## src/rtl/calsec_pkg.sv

```systemverilog
`timescale 1ns / 1ps

package calsec_pkg;

    localparam int ACTION_W    = 2;
    localparam int LOAD_YEAR_W = 12;
    localparam int YEAR_W      = 8;
    localparam int MONTH_W     = 4;
    localparam int DAY_W       = 5;
    localparam int HOUR_W      = 5;
    localparam int MINUTE_W    = 6;
    localparam int SECOND_W    = 6;
    localparam int DELAY_W     = 24;
    localparam int SEED_W      = 32;

    localparam logic [ACTION_W-1:0] ACT_LOAD = 2'd0;
    localparam logic [ACTION_W-1:0] ACT_INC  = 2'd1;
    localparam logic [ACTION_W-1:0] ACT_DEC  = 2'd2;

    localparam logic [LOAD_YEAR_W-1:0] YEAR_BASE = 12'd2000;

    localparam logic [YEAR_W-1:0]   YEAR_TOP     = 8'd99;
    // offsets of the years 2100 and 1900, which are not leap years
    localparam logic [YEAR_W-1:0]   YEAR_2100    = 8'd100;
    localparam logic [YEAR_W-1:0]   YEAR_1900    = 8'h9C;
    localparam logic [SECOND_W-1:0] SECOND_WRAP  = 6'd60;
    localparam logic [SECOND_W-1:0] SECOND_LAST  = 6'd59;
    localparam logic [MINUTE_W-1:0] MINUTE_WRAP  = 6'd60;
    localparam logic [MINUTE_W-1:0] MINUTE_LAST  = 6'd59;
    localparam logic [HOUR_W-1:0]   HOUR_WRAP    = 5'd24;
    localparam logic [HOUR_W-1:0]   HOUR_LAST    = 5'd23;
    localparam logic [MONTH_W-1:0]  MONTH_WRAP   = 4'd13;
    localparam logic [MONTH_W-1:0]  MONTH_LAST   = 4'd12;
    localparam logic [MONTH_W-1:0]  MONTH_FIRST  = 4'd1;
    localparam logic [MONTH_W-1:0]  MONTH_FEB    = 4'd2;
    localparam logic [MONTH_W-1:0]  MONTH_APR    = 4'd4;
    localparam logic [MONTH_W-1:0]  MONTH_JUN    = 4'd6;
    localparam logic [MONTH_W-1:0]  MONTH_SEP    = 4'd9;
    localparam logic [MONTH_W-1:0]  MONTH_NOV    = 4'd11;
    localparam logic [DAY_W-1:0]    DAY_FIRST    = 5'd1;

    typedef struct packed {
        logic [YEAR_W-1:0]   year;
        logic [MONTH_W-1:0]  month;
        logic [DAY_W-1:0]    day;
        logic [HOUR_W-1:0]   hour;
        logic [MINUTE_W-1:0] minute;
        logic [SECOND_W-1:0] second;
    } cal_time_t;

    typedef struct packed {
        logic [ACTION_W-1:0]    action;
        logic [LOAD_YEAR_W-1:0] load_year;
        logic [MONTH_W-1:0]     load_month;
        logic [DAY_W-1:0]       load_day;
        logic [HOUR_W-1:0]      load_hour;
        logic [MINUTE_W-1:0]    load_minute;
        logic [SECOND_W-1:0]    load_second;
    } cal_item_t;

    localparam cal_time_t TIME_RESET = '{
        year: '0, month: MONTH_FIRST, day: DAY_FIRST, hour: '0, minute: '0, second: '0
    };

    // Gregorian rule over 1872..2127: only 1900 and 2100 break the rule of four
    function automatic logic [DAY_W-1:0] month_len(input logic [MONTH_W-1:0] month,
                                                   input logic [YEAR_W-1:0]  year);
        logic leap;
        logic [DAY_W-1:0] len;
        leap = (year[1:0] == 2'b00) && (year != YEAR_2100) && (year != YEAR_1900);
        case (month)
            MONTH_FEB: len = leap ? 5'd29 : 5'd28;
            MONTH_APR, MONTH_JUN, MONTH_SEP, MONTH_NOV: len = 5'd30;
            default: len = 5'd31;
        endcase
        return len;
    endfunction

endpackage

```

## src/rtl/calsec_if.sv

```systemverilog
`timescale 1ns / 1ps

interface calsec_in_if;
    logic                                valid;
    logic                                ready;
    logic [calsec_pkg::ACTION_W-1:0]     action;
    logic [calsec_pkg::LOAD_YEAR_W-1:0]  load_year;
    logic [calsec_pkg::MONTH_W-1:0]      load_month;
    logic [calsec_pkg::DAY_W-1:0]        load_day;
    logic [calsec_pkg::HOUR_W-1:0]       load_hour;
    logic [calsec_pkg::MINUTE_W-1:0]     load_minute;
    logic [calsec_pkg::SECOND_W-1:0]     load_second;

    modport source (
        output valid, action, load_year, load_month, load_day, load_hour,
               load_minute, load_second,
        input  ready
    );
    modport sink (
        input  valid, action, load_year, load_month, load_day, load_hour,
               load_minute, load_second,
        output ready
    );
endinterface

interface calsec_out_if;
    logic                               valid;
    logic                               ready;
    logic signed [calsec_pkg::YEAR_W-1:0] out_year;
    logic [calsec_pkg::MONTH_W-1:0]     out_month;
    logic [calsec_pkg::DAY_W-1:0]       out_day;
    logic [calsec_pkg::HOUR_W-1:0]      out_hour;
    logic [calsec_pkg::MINUTE_W-1:0]    out_minute;
    logic [calsec_pkg::SECOND_W-1:0]    out_second;
    logic                               in_bounds;
    logic [calsec_pkg::SEED_W-1:0]      seed;

    modport source (
        output valid, out_year, out_month, out_day, out_hour, out_minute,
               out_second, in_bounds, seed,
        input  ready
    );
    modport sink (
        input  valid, out_year, out_month, out_day, out_hour, out_minute,
               out_second, in_bounds, seed,
        output ready
    );
endinterface

```

## src/rtl/calsec_step.sv

```systemverilog
`timescale 1ns / 1ps

module calsec_step (
    input  calsec_pkg::cal_time_t cur,
    input  calsec_pkg::cal_item_t item,
    output calsec_pkg::cal_time_t nxt
);
    import calsec_pkg::*;

    logic [SECOND_W-1:0]    sec_inc, sec_dec;
    logic [MINUTE_W-1:0]    min_inc, min_dec;
    logic [HOUR_W-1:0]      hour_inc, hour_dec;
    logic [DAY_W-1:0]       day_inc, day_dec;
    logic [MONTH_W-1:0]     mon_inc, mon_dec;
    logic [YEAR_W-1:0]      year_inc, year_dec;
    logic                   c_sec, c_min, c_hour, c_day, c_mon;
    logic                   b_sec, b_min, b_hour, b_day, b_mon;
    logic [LOAD_YEAR_W-1:0] year_off;
    cal_time_t              up, down, loaded;

    assign sec_inc  = cur.second + 1'b1;
    assign min_inc  = cur.minute + 1'b1;
    assign hour_inc = cur.hour + 1'b1;
    assign day_inc  = cur.day + 1'b1;
    assign mon_inc  = cur.month + 1'b1;
    assign year_inc = cur.year + 1'b1;
    assign sec_dec  = cur.second - 1'b1;
    assign min_dec  = cur.minute - 1'b1;
    assign hour_dec = cur.hour - 1'b1;
    assign day_dec  = cur.day - 1'b1;
    assign mon_dec  = cur.month - 1'b1;
    assign year_dec = cur.year - 1'b1;

    // carry chain: month length taken from the month being left
    assign c_sec  = (sec_inc == SECOND_WRAP);
    assign c_min  = c_sec  && (min_inc == MINUTE_WRAP);
    assign c_hour = c_min  && (hour_inc == HOUR_WRAP);
    assign c_day  = c_hour && (day_inc > month_len(cur.month, cur.year));
    assign c_mon  = c_day  && (mon_inc == MONTH_WRAP);

    always_comb
    begin
        up.second = c_sec  ? '0 : sec_inc;
        up.minute = c_min  ? '0 : (c_sec ? min_inc : cur.minute);
        up.hour   = c_hour ? '0 : (c_min ? hour_inc : cur.hour);
        up.day    = c_day  ? DAY_FIRST : (c_hour ? day_inc : cur.day);
        up.month  = c_mon  ? MONTH_FIRST : (c_day ? mon_inc : cur.month);
        up.year   = c_mon  ? year_inc : cur.year;
    end

    // borrow chain: month length taken from the month entered
    assign b_sec  = (cur.second == '0);
    assign b_min  = b_sec  && (cur.minute == '0);
    assign b_hour = b_min  && (cur.hour == '0);
    assign b_day  = b_hour && (cur.day == DAY_FIRST);
    assign b_mon  = b_day  && (cur.month == MONTH_FIRST);

    always_comb
    begin
        down.second = b_sec  ? SECOND_LAST : sec_dec;
        down.minute = b_min  ? MINUTE_LAST : (b_sec ? min_dec : cur.minute);
        down.hour   = b_hour ? HOUR_LAST : (b_min ? hour_dec : cur.hour);
        down.month  = b_mon  ? MONTH_LAST : (b_day ? mon_dec : cur.month);
        down.year   = b_mon  ? year_dec : cur.year;
        down.day    = b_day  ? month_len(down.month, down.year)
                             : (b_hour ? day_dec : cur.day);
    end

    assign year_off = item.load_year - YEAR_BASE;

    always_comb
    begin
        loaded.year   = year_off[YEAR_W-1:0];
        loaded.month  = item.load_month;
        loaded.day    = item.load_day;
        loaded.hour   = item.load_hour;
        loaded.minute = item.load_minute;
        loaded.second = item.load_second;
    end

    always_comb
    begin
        case (item.action)
            ACT_LOAD: nxt = loaded;
            ACT_INC:  nxt = up;
            ACT_DEC:  nxt = down;
            default:  nxt = cur;
        endcase
    end

endmodule

```

## src/rtl/calendar_second_up_down_counter.sv

```systemverilog
`timescale 1ns / 1ps

// Calendar clock with one-second up and down steps. Each input beat loads a
// date and time, steps one second forward or back (carrying or borrowing
// through the calendar, leap years included), or with the spare action code
// leaves the time alone; every beat gives exactly one result beat with the
// time after the update, an in-range flag for years 2000..2099 and a 32-bit
// seed. A beat is taken into an input register and then passes through the
// step logic into the result register; one beat per cycle is sustained
// while the result side does not stall; the time registers loop through
// the step logic. The user must write seed_delay through the configuration
// port only while no beat is in flight; the block does not enforce this.
module calendar_second_up_down_counter (
    input  logic                             clk,
    input  logic                             rst_n,
    input  logic                             cfg_wr_en,
    input  logic [calsec_pkg::DELAY_W-1:0]   cfg_wr_data,
    calsec_in_if.sink                        in_ch,
    calsec_out_if.source                     out_ch
);
    import calsec_pkg::*;

    logic                 item_valid_reg;
    cal_item_t            item_reg;
    cal_time_t            time_reg, time_next;
    logic [DELAY_W-1:0]   delay_reg;
    logic                 out_valid_reg;
    cal_time_t            res_time_reg;
    logic                 res_bounds_reg, res_bounds_next;
    logic [SEED_W-1:0]    res_seed_reg, res_seed_next;
    logic                 advance;
    logic [8:0]           prod;
    logic [7:0]           seed_top;

    assign advance      = item_valid_reg && (!out_valid_reg || out_ch.ready);
    assign in_ch.ready  = !item_valid_reg || advance;

    always_ff @(posedge clk or negedge rst_n)
    begin
        if (!rst_n)
            delay_reg <= '0;
        else if (cfg_wr_en)
            delay_reg <= cfg_wr_data;
    end

    always_ff @(posedge clk or negedge rst_n)
    begin
        if (!rst_n)
            item_valid_reg <= 1'b0;
        else if (in_ch.ready)
            item_valid_reg <= in_ch.valid;
    end

    always_ff @(posedge clk)
    begin
        if (in_ch.valid && in_ch.ready)
        begin
            item_reg.action      <= in_ch.action;
            item_reg.load_year   <= in_ch.load_year;
            item_reg.load_month  <= in_ch.load_month;
            item_reg.load_day    <= in_ch.load_day;
            item_reg.load_hour   <= in_ch.load_hour;
            item_reg.load_minute <= in_ch.load_minute;
            item_reg.load_second <= in_ch.load_second;
        end
    end

    calsec_step u_step (
        .cur  (time_reg),
        .item (item_reg),
        .nxt  (time_next)
    );

    // only the low byte of the top term survives the shift by 24
    assign prod     = {5'd0, time_next.month} * {4'd0, time_next.day};
    assign seed_top = prod[7:0] + {2'b00, time_next.minute} + {2'b00, time_next.second};
    assign res_seed_next = {8'd0, delay_reg}
                         + {{(SEED_W-YEAR_W){time_next.year[YEAR_W-1]}}, time_next.year}
                         + {seed_top, 24'd0}
                         + {11'd0, time_next.hour, 16'd0};
    assign res_bounds_next = !time_next.year[YEAR_W-1] && (time_next.year <= YEAR_TOP);

    always_ff @(posedge clk or negedge rst_n)
    begin
        if (!rst_n)
        begin
            time_reg      <= TIME_RESET;
            out_valid_reg <= 1'b0;
        end
        else
        begin
            if (advance)
                time_reg <= time_next;
            if (advance)
                out_valid_reg <= 1'b1;
            else if (out_ch.ready)
                out_valid_reg <= 1'b0;
        end
    end

    always_ff @(posedge clk)
    begin
        if (advance)
        begin
            res_time_reg   <= time_next;
            res_bounds_reg <= res_bounds_next;
            res_seed_reg   <= res_seed_next;
        end
    end

    assign out_ch.valid      = out_valid_reg;
    assign out_ch.out_year   = res_time_reg.year;
    assign out_ch.out_month  = res_time_reg.month;
    assign out_ch.out_day    = res_time_reg.day;
    assign out_ch.out_hour   = res_time_reg.hour;
    assign out_ch.out_minute = res_time_reg.minute;
    assign out_ch.out_second = res_time_reg.second;
    assign out_ch.in_bounds  = res_bounds_reg;
    assign out_ch.seed       = res_seed_reg;

    // a held input beat must not be dropped or overwritten
    a_item_hold: assert property (@(posedge clk) disable iff (!rst_n)
        item_valid_reg && !advance |=> item_valid_reg && $stable(item_reg))
        else $error("input beat lost while stalled");

    // each processed beat leaves a result behind
    a_result_made: assert property (@(posedge clk) disable iff (!rst_n)
        advance |=> out_valid_reg && (res_time_reg == time_reg))
        else $error("result does not match updated time");

    // a plain forward step inside the minute only bumps the second
    a_inc_second: assert property (@(posedge clk) disable iff (!rst_n)
        advance && (item_reg.action == ACT_INC) && (time_reg.second < SECOND_LAST)
        |=> (time_reg.second == $past(time_reg.second) + 1'b1)
            && (time_reg.minute == $past(time_reg.minute)))
        else $error("forward step went wrong");

    // the time changes only when a beat is processed
    a_time_stable: assert property (@(posedge clk) disable iff (!rst_n)
        !advance |=> $stable(time_reg))
        else $error("time changed without a beat");

    a_bounds_flag: assert property (@(posedge clk) disable iff (!rst_n)
        out_valid_reg |-> res_bounds_reg
            == (!res_time_reg.year[YEAR_W-1] && (res_time_reg.year <= YEAR_TOP)))
        else $error("range flag disagrees with year");

endmodule

```

## src/flat_wrapper.sv

```systemverilog
// flat-port wrapper written by rule: the top's interface ports become plain ports
module calendar_second_up_down_counter_flat import calsec_pkg::*;
  (clk, rst_n, cfg_wr_en, cfg_wr_data, in_ch_valid, in_ch_action, in_ch_load_year, in_ch_load_month, in_ch_load_day, in_ch_load_hour, in_ch_load_minute, in_ch_load_second, in_ch_ready, out_ch_valid, out_ch_out_year, out_ch_out_month, out_ch_out_day, out_ch_out_hour, out_ch_out_minute, out_ch_out_second, out_ch_in_bounds, out_ch_seed, out_ch_ready);
  calsec_in_if in_ch_i ();
  calsec_out_if out_ch_i ();
  input  logic clk;
  input  logic rst_n;
  input  logic cfg_wr_en;
  input  logic [calsec_pkg::DELAY_W-1:0] cfg_wr_data;
  input wire logic [$bits(in_ch_i.valid)-1:0] in_ch_valid;
  input wire logic [$bits(in_ch_i.action)-1:0] in_ch_action;
  input wire logic [$bits(in_ch_i.load_year)-1:0] in_ch_load_year;
  input wire logic [$bits(in_ch_i.load_month)-1:0] in_ch_load_month;
  input wire logic [$bits(in_ch_i.load_day)-1:0] in_ch_load_day;
  input wire logic [$bits(in_ch_i.load_hour)-1:0] in_ch_load_hour;
  input wire logic [$bits(in_ch_i.load_minute)-1:0] in_ch_load_minute;
  input wire logic [$bits(in_ch_i.load_second)-1:0] in_ch_load_second;
  output wire logic [$bits(in_ch_i.ready)-1:0] in_ch_ready;
  output wire logic [$bits(out_ch_i.valid)-1:0] out_ch_valid;
  output wire logic [$bits(out_ch_i.out_year)-1:0] out_ch_out_year;
  output wire logic [$bits(out_ch_i.out_month)-1:0] out_ch_out_month;
  output wire logic [$bits(out_ch_i.out_day)-1:0] out_ch_out_day;
  output wire logic [$bits(out_ch_i.out_hour)-1:0] out_ch_out_hour;
  output wire logic [$bits(out_ch_i.out_minute)-1:0] out_ch_out_minute;
  output wire logic [$bits(out_ch_i.out_second)-1:0] out_ch_out_second;
  output wire logic [$bits(out_ch_i.in_bounds)-1:0] out_ch_in_bounds;
  output wire logic [$bits(out_ch_i.seed)-1:0] out_ch_seed;
  input wire logic [$bits(out_ch_i.ready)-1:0] out_ch_ready;
  assign in_ch_i.valid = in_ch_valid;
  assign in_ch_i.action = in_ch_action;
  assign in_ch_i.load_year = in_ch_load_year;
  assign in_ch_i.load_month = in_ch_load_month;
  assign in_ch_i.load_day = in_ch_load_day;
  assign in_ch_i.load_hour = in_ch_load_hour;
  assign in_ch_i.load_minute = in_ch_load_minute;
  assign in_ch_i.load_second = in_ch_load_second;
  assign in_ch_ready = in_ch_i.ready;
  assign out_ch_valid = out_ch_i.valid;
  assign out_ch_out_year = out_ch_i.out_year;
  assign out_ch_out_month = out_ch_i.out_month;
  assign out_ch_out_day = out_ch_i.out_day;
  assign out_ch_out_hour = out_ch_i.out_hour;
  assign out_ch_out_minute = out_ch_i.out_minute;
  assign out_ch_out_second = out_ch_i.out_second;
  assign out_ch_in_bounds = out_ch_i.in_bounds;
  assign out_ch_seed = out_ch_i.seed;
  assign out_ch_i.ready = out_ch_ready;
  calendar_second_up_down_counter u_core (.clk(clk), .rst_n(rst_n), .cfg_wr_en(cfg_wr_en), .cfg_wr_data(cfg_wr_data), .in_ch(in_ch_i), .out_ch(out_ch_i));
endmodule
```

## config.mk

```make
export PLATFORM = sky130hd
export DESIGN_NAME = calendar_second_up_down_counter_flat
export DESIGN_NICKNAME = d
export VERILOG_FILES = /design/src/rtl/calsec_pkg.sv /design/src/rtl/calsec_if.sv /design/src/rtl/calsec_step.sv /design/src/rtl/calendar_second_up_down_counter.sv /design/src/flat_wrapper.sv
export SDC_FILE = /design/constraint.sdc
export NUM_CORES = 1
export LEC_CHECK = 0
export ABC_CLOCK_PERIOD_IN_PS = 9250
export BUFFER_PORTS_ARGS = -buffer_cell sky130_fd_sc_hd__buf_2
export CORE_UTILIZATION = 25
export CTS_CLUSTER_DIAMETER = 150
export CTS_CLUSTER_SIZE = 28
export DETAILED_ROUTE_END_ITERATION = 12
export GPL_ROUTABILITY_DRIVEN = 0
export PLACE_DENSITY = 0.39
export SYNTH_ARGS = -nofsm -noshare
export SYNTH_HDL_FRONTEND = slang
export SYNTH_SLANG_ARGS = --single-unit
```

## constraint.sdc

```tcl
create_clock -name clk -period 9.25 [get_ports clk]
set_clock_uncertainty 0.2 [all_clocks]
set_input_delay 0.4625 -clock clk [delete_from_list [all_inputs] [get_ports clk]]
set_output_delay 0.4625 -clock clk [all_outputs]
set_load 0.05 [all_outputs]
```

==> impl_metrics.json <==
{
  "dieArea_um2": 45130,
  "largest_reg_flops": 36,
  "finalHoldViolCount": 0,
  "setup_violations": 0,
  "dieHeight_um": 212.4,
  "max_stage_delay_ns": 0.50,
  "r2r_setup_slack_ns": 0.84,
  "ioPinCount": 138,
  "syn_area_um2": 11070,
  "synth_compound_area_frac": 0.1705,
  "hold_path_depth": 3,
  "antenna_found_initial": 0,
  "dr.pass1.iters": 5,
  "drc": 0,
  "via_count": 8892,
  "finalWirelength_um": 33330,
  "synthDistinctLibCells": 95,
  "slew_headroom": 0.3905,
  "synth_ff_type": "edfxtp_1",
  "min_path_type": "input port to register",
  "power_density_nw_per_um2": 305.7,
  "synthAdderAreaFrac": 0.1168,
  "worstPathRequired_ns": 9.25,
  "clock.fmax_ghz": 0.1189,
  "cts_sinks": 163,
  "synthMuxAreaShare": 0.03718,
  "timing.critical_path.to_type": "register",
  "area_growth_pct": 20.95,
  "syn_nets": 1280,
  "clock_path_buffers": 2,
  "drv_cap": 0,
  "num_rows": 76,
  "tns_ns": 0,
  "cpMaxStageDelayCell": "dfrtp_1",
  "cp-start-kind": "register",
  "numPortBuffers": 133,
  "dpl.hpwl_um": 24430,
  "post-route-min-period_ns": 8.407,
  "p_sw_w": 0.001825,
  "rr_worst_depth": 35,
  "synth_edf_count": 103,
  "final_cell_count_no_fill": 1888,
  "p_seq_frac": 0.291,
  "design_power_total_w": 0.004093,
  "synth_area_leaders": "edfxtp_1 (28%), dfrtp_1 (13%), ha_1 (8.2%)",
  "wl_per_cell_um": 17.65,
  "core_area_um2": 43360,
  "start_util": 0.2553,
  "p_leak_nw": 5.500,
  "grt_pass1_vias": 8852,
  "synth-simple-area-share": 0.1604,
  "grt_pass1_wl_um": 52100,
  "p_comb_frac": 0.541,
  "cts_buffers": 17,
  "postSynthCellCount": 1119,
  "ant_nets": 0,
  "synth_top_family_by_area": "compound AO/OA/AOI/OAI gates",
  "synth_top_area_share": 0.2794,
  "yosysTopAreaCell": "edfxtp_1",
  "drv_slew": 0,
  "vias_per_cell": 4.710,
  "path_class": "register to register",
  "cp_max_fo": 11,
  "drt_first_iter_violations": 622,
  "place_inst": 1806,
  "ir_drop_mv": 0.2167,
  "crit_top_cell": "a21oi_1",
  "htree_levels": 4,
  "p_clk_frac": 0.168,
  "status": "complete, no violations",
  "grtUsageTotal": 0.1536,
  "dieWidth_um": 212.4,
  "hold_end": "u_core.delay_reg[23]",
  "worst_slew_pin_slew_ns": 0.9142,
  "final_util": 0.3088,
  "switching_share": 0.4458,
  "grt_max_degree": 72,
  "synth_xor_xnor_area_share": 0.04938,
  "nets": 1451,
  "hp-start": "cfg_wr_data[23]",
  "drive_gt1_frac": 0.1873,
  "yosys_warnings": 0,
  "synthArstFlopShare": 0.3681,
  "clkSlewWorstSetupHoldPaths_ns": 0.07,
  "regToRegStartpoint": "u_core.time_reg[29]",
  "root_buffer": "clkbuf_16",
  "timing.rr.end": "u_core.out_ch.seed[31]",
  "ys_ff_latch": 163,
  "antenna_cells": 0,
  "postSynthAreaPerCell_um2": 9.894,
  "p_int_w": 0.002268,
  "cts_tree": "built",
  "yosysSeqAreaShare": 0.4152,
  "crit_arrival_ns": 8.41,
  "worstSkewPairLatency_ns": 0.47,
  "min_period_over_period": 0.9089,
  "rsz0062_at_grt": "no",
  "gr-total-overflow": 0
}
==> worst max-delay path: cells and delay by family, from the launching register on <==
| family | cells | cell delay [ns] |
|---|---|---|
| compound gates | 19 | 4.22 |
| xor+xnor | 2 | 0.17 |
| fa+ha+maj | 3 | 0.96 |
| flops | 1 | 0.50 |
| mux | 1 | 0.10 |
| simple gates | 10 | 2.00 |
==> power groups by stage <==
| stage | Combinational (W) | Clock, W | Sequential [W] |
|---|---|---|---|
| after floorplan | 0.00153 | 0 | 0.00139 |
| after global placement | 0.00220 | 0 | 0.00121 |
| after detailed placement | 0.00221 | 0 | 0.00121 |
| after CTS | 0.00224 | 0.000718 | 0.00119 |
| after global routing | 0.00250 | 0.000742 | 0.00122 |
| final | 0.00221 | 0.000688 | 0.00119 |
==> layout make-up <==
type | count | area [µm²]
clock inverter | 11 | 103.9
clock buffer | 21 | 440.4
timing repair buffer | 201 | 1301
multi-input combinational | 830 | 5926
inverter | 77 | 291.5
fill | 4627 | 29970
tap | 585 | 732.0
sequential | 163 | 4597
==> logic make-up after synthesis <==
group / Yosys count
AOI/OAI and AO/OA: 300
buffers and inverters: 126
xor gates and xnor gates: 60
muxes: 35
adders and majority gates: 92
and+or+nand+nor: 343
DFF: 163
==> placed cells by master (no fill, tap or decap), drive strengths merged, types with 5 or more instances in the layout <==
cell and count:
o211ai 7, o21bai 9, mux2 29, nor2b 9, nand2b 6, o31ai 6
o21a 10, nand2 101, a21o 20, clkbuf 21, nand3 29, xnor2 44
xor2 15, dfrtp 58, nor2 95, and3 13, nor4 8, nor3 30
dlygate4sd3 50, clkinv 5, mux2i 5, a21oi 102, inv 79, a211oi 12
fa 19, edfxtp 103, a31oi 10, and2 6, buf 151, or3 6
o22ai 7, o21ai 76, nor3b 5, nand4 14, ha 73
==> Yosys cell counts (all sizes together) (8+ instances only) <==
cell type	number
o21bai	9
o21ai	76
buf	23
nor2b	9
nor3	30
nand2	101
nor4	8
nor2	95
xor2	15
fa	19
a211oi	12
o21a	10
ha	73
edfxtp	103
inv	76
xnor2	44
a21oi	102
clkbuf	26
mux2	29
nand4	14
dfrtp	58
a31oi	10
and3	13
nand3	29
a21o	20
==> metal layers <==
layer | share of wire | routed length, µm | vias to the layer above | GRT usage
met4 | 0.018 | 602 | 0 | 0.05309
li1 | - | - | 4391 | -
met3 | 0.043 | 1433 | 27 | 0.02777
met1 | 0.48 | 15830 | 4266 | 0.2064
met5 | 0 | 0 | - | 0
met2 | 0.46 | 15460 | 208 | 0.2468
==> what timing repair did <==
action                                  4_1_cts  5_1_grt
setup buffers                                 0        0
hold buffers                                 50        0
endpoints found under the setup margin        0        2
endpoints found under the hold margin        51        0
gates resized for setup                       0        4
==> worst max path at each step <==
stage	cells past startpoint	slack, ns	from	endpoint
6_report	35	0.84	u_core.time_reg[29]	u_core.out_ch.seed[31]
3_3_place_gp	35	0.73	u_core.time_reg[22]	u_core.out_ch.seed[31]
5_1_grt	34	0.02	u_core.time_reg[22]	u_core.out_ch.seed[31]
3_5_place_dp	34	0.76	u_core.time_reg[22]	u_core.out_ch.seed[31]
2_1_floorplan	33	1.70	u_core.time_reg[22]	u_core.out_ch.seed[31]
4_1_cts	35	0.68	u_core.time_reg[22]	u_core.out_ch.seed[31]
==> stage by stage <==
stage               hold WS (ns)  setup slack (ns)  instance area [µm²]
finish                   0.03032            0.8429                13390
global route             0.01074           0.01968                13390
CTS                     0.001225            0.6784                13380
detailed placement       0.06178            0.7552                12340
global placement         0.06274            0.7286                12340
floorplan               -0.03309             1.698                11070
Note: power is estimated with default switching activity, not from simulation.
